<file path="config.mk">
export PLATFORM = sky130hd
export DESIGN_NAME = sensorless_bldc_commutator
export DESIGN_NICKNAME = d
export VERILOG_FILES = /design/src/rtl/core/bcm_pkg.sv /design/src/rtl/core/bcm_cfg_regs.sv /design/src/rtl/core/bcm_seq.sv /design/src/rtl/core/sensorless_bldc_commutator.sv
export SDC_FILE = /design/constraint.sdc
export NUM_CORES = 1
export LEC_CHECK = 0
export ABC_AREA = 1
export BUFFER_PORTS_ARGS = -buffer_cell sky130_fd_sc_hd__buf_4
export CAP_MARGIN = 20
export CELL_PAD_IN_SITES_DETAIL_PLACEMENT = 1
export CELL_PAD_IN_SITES_GLOBAL_PLACEMENT = 1
export CORE_MARGIN = 2
export CORE_UTILIZATION = 45
export CTS_CLUSTER_DIAMETER = 30
export CTS_CLUSTER_SIZE = 24
export DETAILED_ROUTE_END_ITERATION = 8
export PLACE_DENSITY_LB_ADDON = 0.1
export SYNTH_ARGS = -nofsm -noshare
export SYNTH_HDL_FRONTEND = slang
export SYNTH_HIERARCHICAL = 1
export SYNTH_SLANG_ARGS = --single-unit
export TNS_END_PERCENT = 50
</file>
<file path="constraint.sdc">
create_clock -name i_clk -period 11.52 [get_ports i_clk]
set_input_delay 0.576 -clock i_clk [delete_from_list [all_inputs] [get_ports i_clk]]
set_output_delay 0.576 -clock i_clk [all_outputs]
set_load 0.01 [all_outputs]
</file>
<file path="src/rtl/core/bcm_pkg.sv">
// Package for the six-step sensorless commutator: shared types, codes,
// the commutation step table and a divide-by-15 helper.
// No dependencies.
package bcm_pkg;

    // Request kinds carried on the input stream.
    localparam logic [1:0] REQ_TICK = 2'd0;
    localparam logic [1:0] REQ_ZC   = 2'd1;
    localparam logic [1:0] REQ_DUTY = 2'd2;

    // Event codes reported with each result.
    localparam logic [2:0] EV_NONE  = 3'd0;
    localparam logic [2:0] EV_COMM  = 3'd1;
    localparam logic [2:0] EV_STALL = 3'd2;
    localparam logic [2:0] EV_STOP  = 3'd3;
    localparam logic [2:0] EV_DONE  = 3'd4;

    // Mode codes as reported on the result stream.
    localparam logic [1:0] MODE_CODE_IDLE  = 2'd0;
    localparam logic [1:0] MODE_CODE_START = 2'd1;
    localparam logic [1:0] MODE_CODE_RUN   = 2'd2;
    localparam logic [1:0] MODE_CODE_HOLD  = 2'd3;

    // Configuration register indexes.
    localparam logic [2:0] CFG_START_THR    = 3'd0;
    localparam logic [2:0] CFG_STOP_THR     = 3'd1;
    localparam logic [2:0] CFG_START_DUTY   = 3'd2;
    localparam logic [2:0] CFG_STALL_MS     = 3'd3;
    localparam logic [2:0] CFG_HOLDOFF_MS   = 3'd4;
    localparam logic [2:0] CFG_START_PERIOD = 3'd5;
    localparam logic [2:0] CFG_MIN_PERIOD   = 3'd6;
    localparam logic [2:0] CFG_SLEW_MS      = 3'd7;

    localparam int CFG_IDX_W  = 3;
    localparam int CFG_DATA_W = 10;

    // Alignment dwell on step 0 before open-loop stepping, in ms.
    localparam logic [9:0] ALIGN_MS = 10'd5;

    // Reciprocal of 15 in 12 fractional bits; it never overestimates.
    localparam logic [8:0] RECIP_15  = 9'd273;
    localparam int         DIV_SHIFT = 12;

    // Motor sequencer state.
    typedef enum logic [3:0] {
        ST_IDLE  = 4'b0001,
        ST_START = 4'b0010,
        ST_RUN   = 4'b0100,
        ST_HOLD  = 4'b1000
    } t_mode;

    // Configuration registers as one group.
    typedef struct packed {
        logic [7:0] start_thr;
        logic [7:0] stop_thr;
        logic [7:0] start_duty;
        logic [7:0] stall_ms;
        logic [9:0] holdoff_ms;
        logic [8:0] start_period;
        logic [8:0] min_period;
        logic [3:0] slew_ms;
    } t_cfg;

    // One result item.
    typedef struct packed {
        logic [1:0] phase_high;
        logic [1:0] phase_low;
        logic [1:0] sense_phase;
        logic       rising_edge;
        logic [7:0] high_duty;
        logic       drive_on;
        logic [1:0] mode;
        logic [7:0] duty_now;
        logic [2:0] event_res;
    } t_result;

    // One commutation step: high phase, low phase, sensed phase, polarity.
    typedef struct packed {
        logic [1:0] hi;
        logic [1:0] lo;
        logic [1:0] sense;
        logic       rising;
    } t_step_ent;

    function automatic t_step_ent step_lookup(input logic [2:0] step);
        t_step_ent e;
        case (step)
            3'd0:    e = '{hi: 2'd0, lo: 2'd1, sense: 2'd2, rising: 1'b0};
            3'd1:    e = '{hi: 2'd0, lo: 2'd2, sense: 2'd1, rising: 1'b1};
            3'd2:    e = '{hi: 2'd1, lo: 2'd2, sense: 2'd0, rising: 1'b0};
            3'd3:    e = '{hi: 2'd1, lo: 2'd0, sense: 2'd2, rising: 1'b1};
            3'd4:    e = '{hi: 2'd2, lo: 2'd0, sense: 2'd1, rising: 1'b0};
            3'd5:    e = '{hi: 2'd2, lo: 2'd1, sense: 2'd0, rising: 1'b1};
            default: e = '{hi: 2'd0, lo: 2'd1, sense: 2'd2, rising: 1'b0};
        endcase
        return e;
    endfunction

    // Mode state to its reported code.
    function automatic logic [1:0] mode_code(input t_mode m);
        logic [1:0] c;
        case (m)
            ST_IDLE:  c = MODE_CODE_IDLE;
            ST_START: c = MODE_CODE_START;
            ST_RUN:   c = MODE_CODE_RUN;
            ST_HOLD:  c = MODE_CODE_HOLD;
            default:  c = MODE_CODE_IDLE;
        endcase
        return c;
    endfunction

    // Floor of x / 15: reciprocal multiply, then one correction step.
    function automatic logic [5:0] div15(input logic [8:0] x);
        logic [17:0] prod;
        logic [5:0]  q;
        logic [9:0]  qx15;
        logic [9:0]  rem;
        prod = {9'd0, x} * {9'd0, RECIP_15};
        q    = prod[17:DIV_SHIFT];
        qx15 = {4'd0, q} * 10'd15;
        rem  = {1'b0, x} - qx15;
        if (rem >= 10'd15) begin
            q = q + 6'd1;
        end
        return q;
    endfunction

endpackage

</file>
<file path="src/rtl/core/bcm_cfg_regs.sv">
// Configuration register file of the commutator, write only.
// Depends on bcm_pkg for the register indexes and the t_cfg group.
module bcm_cfg_regs
    import bcm_pkg::*;
(
    input  logic                  i_clk,
    input  logic                  i_rst_n,
    input  logic                  i_cfg_we,
    input  logic [CFG_IDX_W-1:0]  i_cfg_idx,
    input  logic [CFG_DATA_W-1:0] i_cfg_wdata,
    output t_cfg                  o_cfg
);

    t_cfg r_cfg;

    // Register writes, truncated to each register's width.
    always_ff @(posedge i_clk) begin
        if (!i_rst_n) begin
            r_cfg.start_thr    <= 8'd30;
            r_cfg.stop_thr     <= 8'd20;
            r_cfg.start_duty   <= 8'd30;
            r_cfg.stall_ms     <= 8'd10;
            r_cfg.holdoff_ms   <= 10'd1000;
            r_cfg.start_period <= 9'd300;
            r_cfg.min_period   <= 9'd25;
            r_cfg.slew_ms      <= 4'd10;
        end else if (i_cfg_we) begin
            case (i_cfg_idx)
                CFG_START_THR:    r_cfg.start_thr    <= i_cfg_wdata[7:0];
                CFG_STOP_THR:     r_cfg.stop_thr     <= i_cfg_wdata[7:0];
                CFG_START_DUTY:   r_cfg.start_duty   <= i_cfg_wdata[7:0];
                CFG_STALL_MS:     r_cfg.stall_ms     <= i_cfg_wdata[7:0];
                CFG_HOLDOFF_MS:   r_cfg.holdoff_ms   <= i_cfg_wdata[9:0];
                CFG_START_PERIOD: r_cfg.start_period <= i_cfg_wdata[8:0];
                CFG_MIN_PERIOD:   r_cfg.min_period   <= i_cfg_wdata[8:0];
                CFG_SLEW_MS:      r_cfg.slew_ms      <= i_cfg_wdata[3:0];
                default: begin
                end
            endcase
        end
    end

    assign o_cfg = r_cfg;

endmodule

</file>
<file path="src/rtl/core/bcm_seq.sv">
// Commutation sequencer: motor state registers and their next-state logic,
// producing the result for the request presented this cycle.
// Depends on bcm_pkg.
module bcm_seq
    import bcm_pkg::*;
#(
    parameter int TICKS_PER_MS = 20
) (
    input  logic       i_clk,
    input  logic       i_rst_n,
    input  logic       i_fire,
    input  logic [1:0] i_req,
    input  logic [7:0] i_duty,
    input  t_cfg       i_cfg,
    output t_result    o_result
);

    localparam int SW = $clog2(TICKS_PER_MS + 1);

    t_mode      r_mode,     n_mode;
    logic [2:0] r_step,     n_step;
    logic [7:0] r_duty_cur, n_duty_cur;
    logic [7:0] r_duty_set, n_duty_set;
    logic [7:0] r_duty_lat, n_duty_lat;
    logic       r_zc_en,    n_zc_en;
    logic       r_drv_en,   n_drv_en;
    logic       r_align,    n_align;
    logic [SW-1:0] r_sub_ms, n_sub_ms;
    logic [3:0] r_slot,     n_slot;
    logic [7:0] r_stall,    n_stall;
    logic [8:0] r_len,      n_len;
    logic [9:0] r_wait,     n_wait;

    logic [2:0]    ev;
    logic [SW-1:0] sub_inc;
    logic          sub_wrap;
    logic [9:0]    wait_dec;
    logic [8:0]    shrink;
    logic [8:0]    len_next;
    logic [7:0]    stall_dec;
    logic [4:0]    slot_inc;
    logic [7:0]    duty_slew;
    t_step_ent     ent;

    // Shared arithmetic for the tick paths.
    assign sub_inc   = r_sub_ms + SW'(1);
    assign sub_wrap  = (sub_inc >= SW'(TICKS_PER_MS));
    assign wait_dec  = (r_wait != 10'd0) ? (r_wait - 10'd1) : 10'd0;
    assign shrink    = {3'd0, div15(r_len)} + 9'd1;
    assign len_next  = (r_len > shrink) ? (r_len - shrink) : 9'd0;
    assign stall_dec = r_stall - 8'd1;
    assign slot_inc  = {1'b0, r_slot} + 5'd1;

    // Duty moves one count toward the set point.
    always_comb begin
        if (r_duty_cur < r_duty_set) begin
            duty_slew = r_duty_cur + 8'd1;
        end else if (r_duty_cur > r_duty_set) begin
            duty_slew = r_duty_cur - 8'd1;
        end else begin
            duty_slew = r_duty_cur;
        end
    end

    // Next state for one request.
    always_comb begin
        n_mode     = r_mode;
        n_step     = r_step;
        n_duty_cur = r_duty_cur;
        n_duty_set = r_duty_set;
        n_duty_lat = r_duty_lat;
        n_zc_en    = r_zc_en;
        n_drv_en   = r_drv_en;
        n_align    = r_align;
        n_sub_ms   = r_sub_ms;
        n_slot     = r_slot;
        n_stall    = r_stall;
        n_len      = r_len;
        n_wait     = r_wait;
        ev         = EV_NONE;

        case (i_req)
            REQ_TICK: begin
                if (r_mode == ST_START) begin
                    if (r_align) begin
                        // Alignment dwell counts whole milliseconds.
                        n_sub_ms = sub_wrap ? '0 : sub_inc;
                        if (sub_wrap) begin
                            n_wait = wait_dec;
                            if (wait_dec == 10'd0) begin
                                n_align = 1'b0;
                                n_len   = i_cfg.start_period;
                                n_wait  = {1'b0, i_cfg.start_period};
                            end
                        end
                    end else begin
                        // Open-loop stepping with a shrinking period.
                        n_wait = wait_dec;
                        if (wait_dec == 10'd0) begin
                            if (len_next < i_cfg.min_period) begin
                                n_mode     = ST_RUN;
                                n_zc_en    = 1'b1;
                                n_stall    = i_cfg.stall_ms;
                                n_duty_cur = i_cfg.start_duty;
                                n_sub_ms   = '0;
                                ev         = EV_DONE;
                            end else begin
                                n_len      = len_next;
                                n_wait     = {1'b0, len_next};
                                n_step     = (r_step < 3'd5) ? (r_step + 3'd1) : 3'd0;
                                n_duty_lat = r_duty_cur;
                                n_drv_en   = 1'b1;
                                ev         = EV_COMM;
                            end
                        end
                    end
                end else begin
                    n_sub_ms = sub_wrap ? '0 : sub_inc;
                    if (sub_wrap) begin
                        if (r_mode == ST_HOLD) begin
                            // Holdoff countdown back to idle.
                            if (r_wait != 10'd0) begin
                                n_wait = wait_dec;
                            end else begin
                                n_mode = ST_IDLE;
                            end
                        end else if (r_stall == 8'd1) begin
                            // Stall timeout: everything off, hold off restarts.
                            n_stall    = 8'd0;
                            n_duty_cur = 8'd0;
                            n_duty_lat = 8'd0;
                            n_drv_en   = 1'b0;
                            n_zc_en    = 1'b0;
                            n_duty_set = 8'd0;
                            n_mode     = ST_HOLD;
                            n_wait     = i_cfg.holdoff_ms;
                            ev         = EV_STALL;
                        end else begin
                            if (r_stall != 8'd0) begin
                                n_stall = stall_dec;
                            end
                            if (r_mode == ST_IDLE && r_duty_set >= i_cfg.start_thr) begin
                                // Start-up: align on step 0 at start duty.
                                n_mode     = ST_START;
                                n_zc_en    = 1'b0;
                                n_duty_cur = i_cfg.start_duty;
                                n_step     = 3'd0;
                                n_duty_lat = i_cfg.start_duty;
                                n_drv_en   = 1'b1;
                                n_align    = 1'b1;
                                n_wait     = ALIGN_MS;
                                n_sub_ms   = '0;
                                ev         = EV_COMM;
                            end else if (slot_inc >= {1'b0, i_cfg.slew_ms}) begin
                                // Slew slot; a low duty while running stops.
                                n_slot = 4'd0;
                                if (r_mode == ST_RUN) begin
                                    n_duty_cur = duty_slew;
                                    if (duty_slew < i_cfg.stop_thr) begin
                                        n_duty_cur = 8'd0;
                                        n_duty_lat = 8'd0;
                                        n_drv_en   = 1'b0;
                                        n_zc_en    = 1'b0;
                                        n_mode     = ST_IDLE;
                                        ev         = EV_STOP;
                                    end
                                end
                            end else begin
                                n_slot = slot_inc[3:0];
                            end
                        end
                    end
                end
            end
            REQ_ZC: begin
                // Closed-loop commutation on a zero-cross.
                if (r_zc_en && r_mode == ST_RUN) begin
                    n_step     = (r_step < 3'd5) ? (r_step + 3'd1) : 3'd0;
                    n_duty_lat = r_duty_cur;
                    n_drv_en   = 1'b1;
                    n_stall    = i_cfg.stall_ms;
                    ev         = EV_COMM;
                end
            end
            REQ_DUTY: begin
                n_duty_set = i_duty;
            end
            default: begin
            end
        endcase
    end

    // State registers, updated once per request.
    always_ff @(posedge i_clk) begin
        if (!i_rst_n) begin
            r_mode     <= ST_IDLE;
            r_step     <= 3'd0;
            r_duty_cur <= 8'd0;
            r_duty_set <= 8'd0;
            r_duty_lat <= 8'd0;
            r_zc_en    <= 1'b0;
            r_drv_en   <= 1'b0;
            r_align    <= 1'b0;
            r_sub_ms   <= '0;
            r_slot     <= 4'd0;
            r_stall    <= 8'd0;
            r_len      <= 9'd0;
            r_wait     <= 10'd0;
        end else if (i_fire) begin
            r_mode     <= n_mode;
            r_step     <= n_step;
            r_duty_cur <= n_duty_cur;
            r_duty_set <= n_duty_set;
            r_duty_lat <= n_duty_lat;
            r_zc_en    <= n_zc_en;
            r_drv_en   <= n_drv_en;
            r_align    <= n_align;
            r_sub_ms   <= n_sub_ms;
            r_slot     <= n_slot;
            r_stall    <= n_stall;
            r_len      <= n_len;
            r_wait     <= n_wait;
        end
    end

    // Result fields reflect the state after this request.
    assign ent = step_lookup(n_step);

    always_comb begin
        o_result.phase_high  = ent.hi;
        o_result.phase_low   = ent.lo;
        o_result.sense_phase = ent.sense;
        o_result.rising_edge = ent.rising;
        o_result.high_duty   = n_duty_lat;
        o_result.drive_on    = n_drv_en;
        o_result.mode        = mode_code(n_mode);
        o_result.duty_now    = n_duty_cur;
        o_result.event_res   = ev;
    end

endmodule

</file>
<file path="src/rtl/core/sensorless_bldc_commutator.sv">
// Top level of the six-step sensorless BLDC commutator: stream handshake,
// input and result registers. Uses bcm_pkg, bcm_cfg_regs and bcm_seq.
//
// Each request (tick, zero-cross or duty set point) yields exactly one
// result. The block takes one request per clock while the result sink keeps
// up: a request sits in the input register while the sequencer computes the
// new motor state in a single pass, and the result is written into the
// result register when the request advances, which back pressure can delay.
// The update loop through the sequencer state registers sets that rate. A new
// request is taken while a result waits for the sink, and back pressure
// stalls the input register only when both stages are full. Configuration
// writes take effect on the next clock; there is no clearing pass after
// reset.
module sensorless_bldc_commutator
    import bcm_pkg::*;
#(
    parameter int TICKS_PER_MS = 20
) (
    input  logic                  i_clk,
    input  logic                  i_rst_n,
    input  logic                  i_cfg_we,
    input  logic [CFG_IDX_W-1:0]  i_cfg_idx,
    input  logic [CFG_DATA_W-1:0] i_cfg_wdata,
    input  logic                  s_axis_tvalid,
    output logic                  s_axis_tready,
    input  logic [7:0]            s_axis_tdata,   // [7:0] duty_value
    input  logic [1:0]            s_axis_tuser,   // [1:0] req_type
    output logic                  m_axis_tvalid,
    input  logic                  m_axis_tready,
    // [1:0] phase_high, [3:2] phase_low, [5:4] sense_phase, [6] rising_edge,
    // [14:7] high_duty, [15] drive_on, [17:16] mode, [25:18] duty_now,
    // [28:26] event_res, [31:29] zero
    output logic [31:0]           m_axis_tdata
);

    t_cfg       cfg;
    t_result    result;
    logic       r_in_valid;
    logic [1:0] r_in_req;
    logic [7:0] r_in_duty;
    logic       r_out_valid;
    logic [31:0] r_out_data;
    logic       advance;

    bcm_cfg_regs u_cfg (
        .i_clk       (i_clk),
        .i_rst_n     (i_rst_n),
        .i_cfg_we    (i_cfg_we),
        .i_cfg_idx   (i_cfg_idx),
        .i_cfg_wdata (i_cfg_wdata),
        .o_cfg       (cfg)
    );

    bcm_seq #(
        .TICKS_PER_MS (TICKS_PER_MS)
    ) u_seq (
        .i_clk    (i_clk),
        .i_rst_n  (i_rst_n),
        .i_fire   (advance),
        .i_req    (r_in_req),
        .i_duty   (r_in_duty),
        .i_cfg    (cfg),
        .o_result (result)
    );

    // The held request moves on when the result register is free.
    assign advance       = r_in_valid && (!r_out_valid || m_axis_tready);
    assign s_axis_tready = !r_in_valid || advance;

    // Input register.
    always_ff @(posedge i_clk) begin
        if (!i_rst_n) begin
            r_in_valid <= 1'b0;
        end else if (s_axis_tready) begin
            r_in_valid <= s_axis_tvalid;
        end
    end

    always_ff @(posedge i_clk) begin
        if (s_axis_tvalid && s_axis_tready) begin
            r_in_req  <= s_axis_tuser;
            r_in_duty <= s_axis_tdata;
        end
    end

    // Result register.
    always_ff @(posedge i_clk) begin
        if (!i_rst_n) begin
            r_out_valid <= 1'b0;
        end else if (advance) begin
            r_out_valid <= 1'b1;
        end else if (m_axis_tready) begin
            r_out_valid <= 1'b0;
        end
    end

    always_ff @(posedge i_clk) begin
        if (advance) begin
            r_out_data <= {3'd0, result.event_res, result.duty_now, result.mode,
                           result.drive_on, result.high_duty, result.rising_edge,
                           result.sense_phase, result.phase_low, result.phase_high};
        end
    end

    assign m_axis_tvalid = r_out_valid;
    assign m_axis_tdata  = r_out_data;

endmodule

</file>
==> flow_metrics.env <==
export IMPL_drcViolationCount=0
export IMPL_drive_gt1_share_pct=7.98
export IMPL_netSwitchingPower_mw=0.450
export IMPL_slew_limit_headroom_pct=29.8
export IMPL_io_buffers=58
export IMPL_finalSetupTns_ns=0
export IMPL_die_area_mm2=0.0294
export IMPL_root_buffer="clkbuf_16"
export IMPL_h_tree_depth=4
export IMPL_first_pass_iters=5
export IMPL_vdd_drop_max_mv=0.0774
export IMPL_cp_common_cell="nand2_1"
export IMPL_swShare_pct=29.7
export IMPL_ant_nets=0
export IMPL_row_count=61
export IMPL_hold_class="input port to flop"
export IMPL_clk_latency_ns=0.44
export IMPL_post_drt_wl_per_cell_um=17.4
export IMPL_critical_path_max_stage_delay_ns=0.52
export IMPL_start_util_pct=45.5
export IMPL_syn_area_per_cell_um2=6.72
export IMPL_cap_violations=0
export IMPL_worst_slew_pin_transition_ns=1.05
export IMPL_cp_startpoint="u_seq/r_len[8]"
export IMPL_cts_hold_buf=0
export IMPL_timing_rr_start="u_seq/r_len[8]"
export IMPL_core_area_mm2=0.0277
export IMPL_fin_util_pct=50.4
export IMPL_min_period_over_period_pct=90.9
export IMPL_critPathBufInv=9
export IMPL_synth_async_reset_ratio_pct=0
export IMPL_num_vias=12501
export IMPL_grt_pass1_wl_um=65500
export IMPL_synth_cell_types=54
export IMPL_gp_congestion=0.876
export IMPL_pwr_share_seq_pct=44.8
export IMPL_synth_flop_cell="dfxtp_1"
export IMPL_die_w_um=171
export IMPL_clockBufferDepth=2
export IMPL_post_drt_via_cell_ratio=5.44
export IMPL_grt_setup_unrepaired="false"
export IMPL_fmax_mhz=95.5
export IMPL_netlist_area_mm2=0.0126
export IMPL_status="finished, final reports clean"
export IMPL_synth_seq_cells=175
export IMPL_grt_overflow=0
export IMPL_syn_instance_count=1877
export IMPL_power_mw=1.51
export IMPL_grt_usage_pct=28.1
export IMPL_drtIter0Drc=792
export IMPL_clk_pin_slew_ns=0.07
export IMPL_hpwl_um=29900
export IMPL_cts_buffers=17
export IMPL_grt_pass1_vias=12762
export IMPL_p_leak_nw=6.95
export IMPL_end_kind="flop"
export IMPL_finalHoldViolations=0
export IMPL_seq_area_frac_synth_pct=30.9
export IMPL_nets=2040
export IMPL_wirelength_um=39900
export IMPL_min_period_ns=10.47
export IMPL_final_max_slew_viol_count=0
export IMPL_criticalPathCategory="flop to flop"
export IMPL_path_max_fanout=11
export IMPL_whs_ns=0.308
export IMPL_hp_start="s_axis_tdata[5]"
export IMPL_worstPathRequired_ns=11.72
export IMPL_grt_max_degree=91
export IMPL_setup_violations=0
export IMPL_cts_tree="built"
export IMPL_timing_clock_skew_ns=0.0158
export IMPL_layout_area_overhead_vs_synth_pct=10.7
export IMPL_p_comb_share_pct=16.4
export IMPL_yosys_warnings=6
export IMPL_final_common_cell="nand2_1"
export IMPL_fp_dieH_um=171
export IMPL_grt_antenna_before_repair=0
export IMPL_power_density_mw_per_mm2=108
export IMPL_worstPathArrival_ns=10.67
export IMPL_power_share_clock_pct=38.9
export IMPL_cts_sinks=175
export IMPL_mostFrequentLayoutCells="nand2_1, inv_1, nor2_1, nand3_1, dfxtp_1"
export IMPL_crit_family="adder cells"
export IMPL_startpoint_type="flop"
export IMPL_synth_edff_count=39
export IMPL_io_pins=62
export IMPL_diodes=0
export IMPL_cpMaxStageDelayCell="fa_1"
export IMPL_p_int_mw=1.06
cell usage after synthesis (2+ instances only):
| master | number | area share, % |
|---|---|---|
| buf_2 | 9 | 0.36 |
| nor3_2 | 2 | 0.16 |
| and3_1 | 2 | 0.099 |
| a22oi_1 | 9 | 0.54 |
| nor4_1 | 7 | 0.35 |
| nor3b_1 | 3 | 0.18 |
| fa_1 | 11 | 1.7 |
| buf_1 | 7 | 0.21 |
| nand3b_1 | 3 | 0.18 |
| nand4_1 | 25 | 1.2 |
| clkbuf_1 | 36 | 1.1 |
| buf_4 | 5 | 0.30 |
| o31ai_1 | 2 | 0.12 |
| dfxtp_1 | 136 | 22 |
| o221ai_1 | 4 | 0.28 |
| nand3_1 | 144 | 5.7 |
| buf_6 | 2 | 0.18 |
| edfxtp_1 | 39 | 9.3 |
| o21ai_1 | 13 | 0.52 |
| inv_2 | 9 | 0.27 |
| nand2_1 | 462 | 14 |
| nand3_2 | 5 | 0.40 |
| nor2_2 | 18 | 0.89 |
| o2bb2ai_1 | 3 | 0.21 |
| inv_1 | 254 | 7.6 |
| o21bai_1 | 4 | 0.24 |
| xnor2_1 | 10 | 0.69 |
| xor2_1 | 29 | 2.0 |
| a31oi_1 | 2 | 0.099 |
| o211a_1 | 2 | 0.16 |
| nand2_2 | 4 | 0.20 |
| nor2_4 | 2 | 0.18 |
| nor3_1 | 17 | 0.67 |
| a211oi_1 | 20 | 1.2 |
| o21ai_0 | 107 | 4.2 |
| conb_1 | 2 | 0.060 |
| nor2_1 | 205 | 6.1 |
| o22ai_1 | 4 | 0.20 |
| a21oi_1 | 126 | 5.0 |
| o211ai_1 | 9 | 0.54 |
| clkinv_1 | 7 | 0.21 |
| a21o_1 | 10 | 0.60 |
| ha_1 | 96 | 9.5 |
power by group through the flow:
stage / sequential (mW) / clock, mW / combinational [mW]
floorplan: 0.683 / 0 / 0.172
global placement: 0.690 / 0 / 0.233
detailed placement: 0.691 / 0 / 0.244
CTS: 0.677 / 0.602 / 0.247
global route: 0.681 / 0.622 / 0.282
finish: 0.678 / 0.588 / 0.248
stage by stage:
stage | instance area [um2] | instances | setup slack (ns)
finish | 14000 | 2296 | 1.05
global route | 14000 | 2296 | 0.0461
CTS | 13900 | 2296 | 0.667
detailed placement | 13300 | 2264 | 0.701
global placement | 13300 | 2264 | 1.21
floorplan | 12600 | 1879 | 2.31
final cells by class:
cell class / instances / area (um2)
clock buffers: 23 / 489
clock inverters: 9 / 96.3
fillers: 3686 / 13700
inverters: 270 / 1010
multi-input cells: 1375 / 7500
flip-flops and latches: 175 / 3900
well taps: 378 / 473
repair buffers: 66 / 495
state kept, by name, indices dropped and copies added, names as in the netlist:
| register | count |
|---|---|
| u_seq/r_zc_en | 1 |
| u_cfg/o_cfg | 64 |
| u_seq/r_duty_set | 8 |
| u_seq/r_stall | 8 |
| u_seq/r_sub_ms | 5 |
| u_seq/r_mode | 4 |
| r_in_duty | 8 |
| u_seq/r_step | 3 |
| u_seq/r_align | 1 |
| u_seq/r_slot | 4 |
| u_seq/r_len | 9 |
| u_seq/r_wait | 10 |
| m_axis_tdata | 29 |
| u_seq/r_duty_lat | 8 |
| m_axis_tvalid | 1 |
| u_seq/r_duty_cur | 8 |
| u_seq/r_drv_en | 1 |
| r_in_req | 2 |
| r_in_valid | 1 |
worst reg2reg max path: cells and delay by family (launching register included):
family | cells | cell delay, ns
buffers and inverters | 9 | 0.75
AOI/OAI and AO/OA | 8 | 1.07
xor gates and xnor gates | 2 | 0.39
adders and majority gates | 12 | 3.93
DFF | 1 | 0.42
and+or+nand+nor | 27 | 3.62
logic make-up (layout without fill, tap and decap cells):
kind of cell | Yosys count | in the layout | share of synthesized area, %
AOI/OAI and AO/OA | 320 | 320 | 14.3
muxes | 1 | 1 | 0.0794
other | 2 | 4 | 0.0595
DFF | 175 | 175 | 30.9
adders and majority gates | 107 | 107 | 11.3
buffers and inverters | 329 | 368 | 10.1
xor gates and xnor gates | 39 | 39 | 2.71
and+or+nand+nor | 904 | 904 | 30.6
routing by layer:
| layer | wire, um | vias to the layer above | track usage [%] | share of wire (%) |
|---|---|---|---|---|
| met4 | 594 | 0 | 7.07 | 1.5 |
| li1 | - | 6178 | - | - |
| met5 | 0 | - | 0 | 0 |
| met3 | 1540 | 38 | 2.95 | 3.9 |
| met2 | 19100 | 257 | 48.4 | 48 |
| met1 | 18700 | 6028 | 37.5 | 47 |
worst paths after layout:
check / end / slack, ns / cells after the start
max reg2reg: m_axis_tdata[5] / 1.05 / 58
min: r_in_duty[5] / 0.31 / 1
min reg2reg: u_cfg/o_cfg[35] / 0.46 / 2
max: m_axis_tdata[5] / 1.05 / 58
timing repair:
action,4_1_cts,5_1_grt
setup buffers,0,0
endpoints found under the setup margin,0,69
resized for setup,0,12
Note: power is estimated with default switching activity, not from simulation.
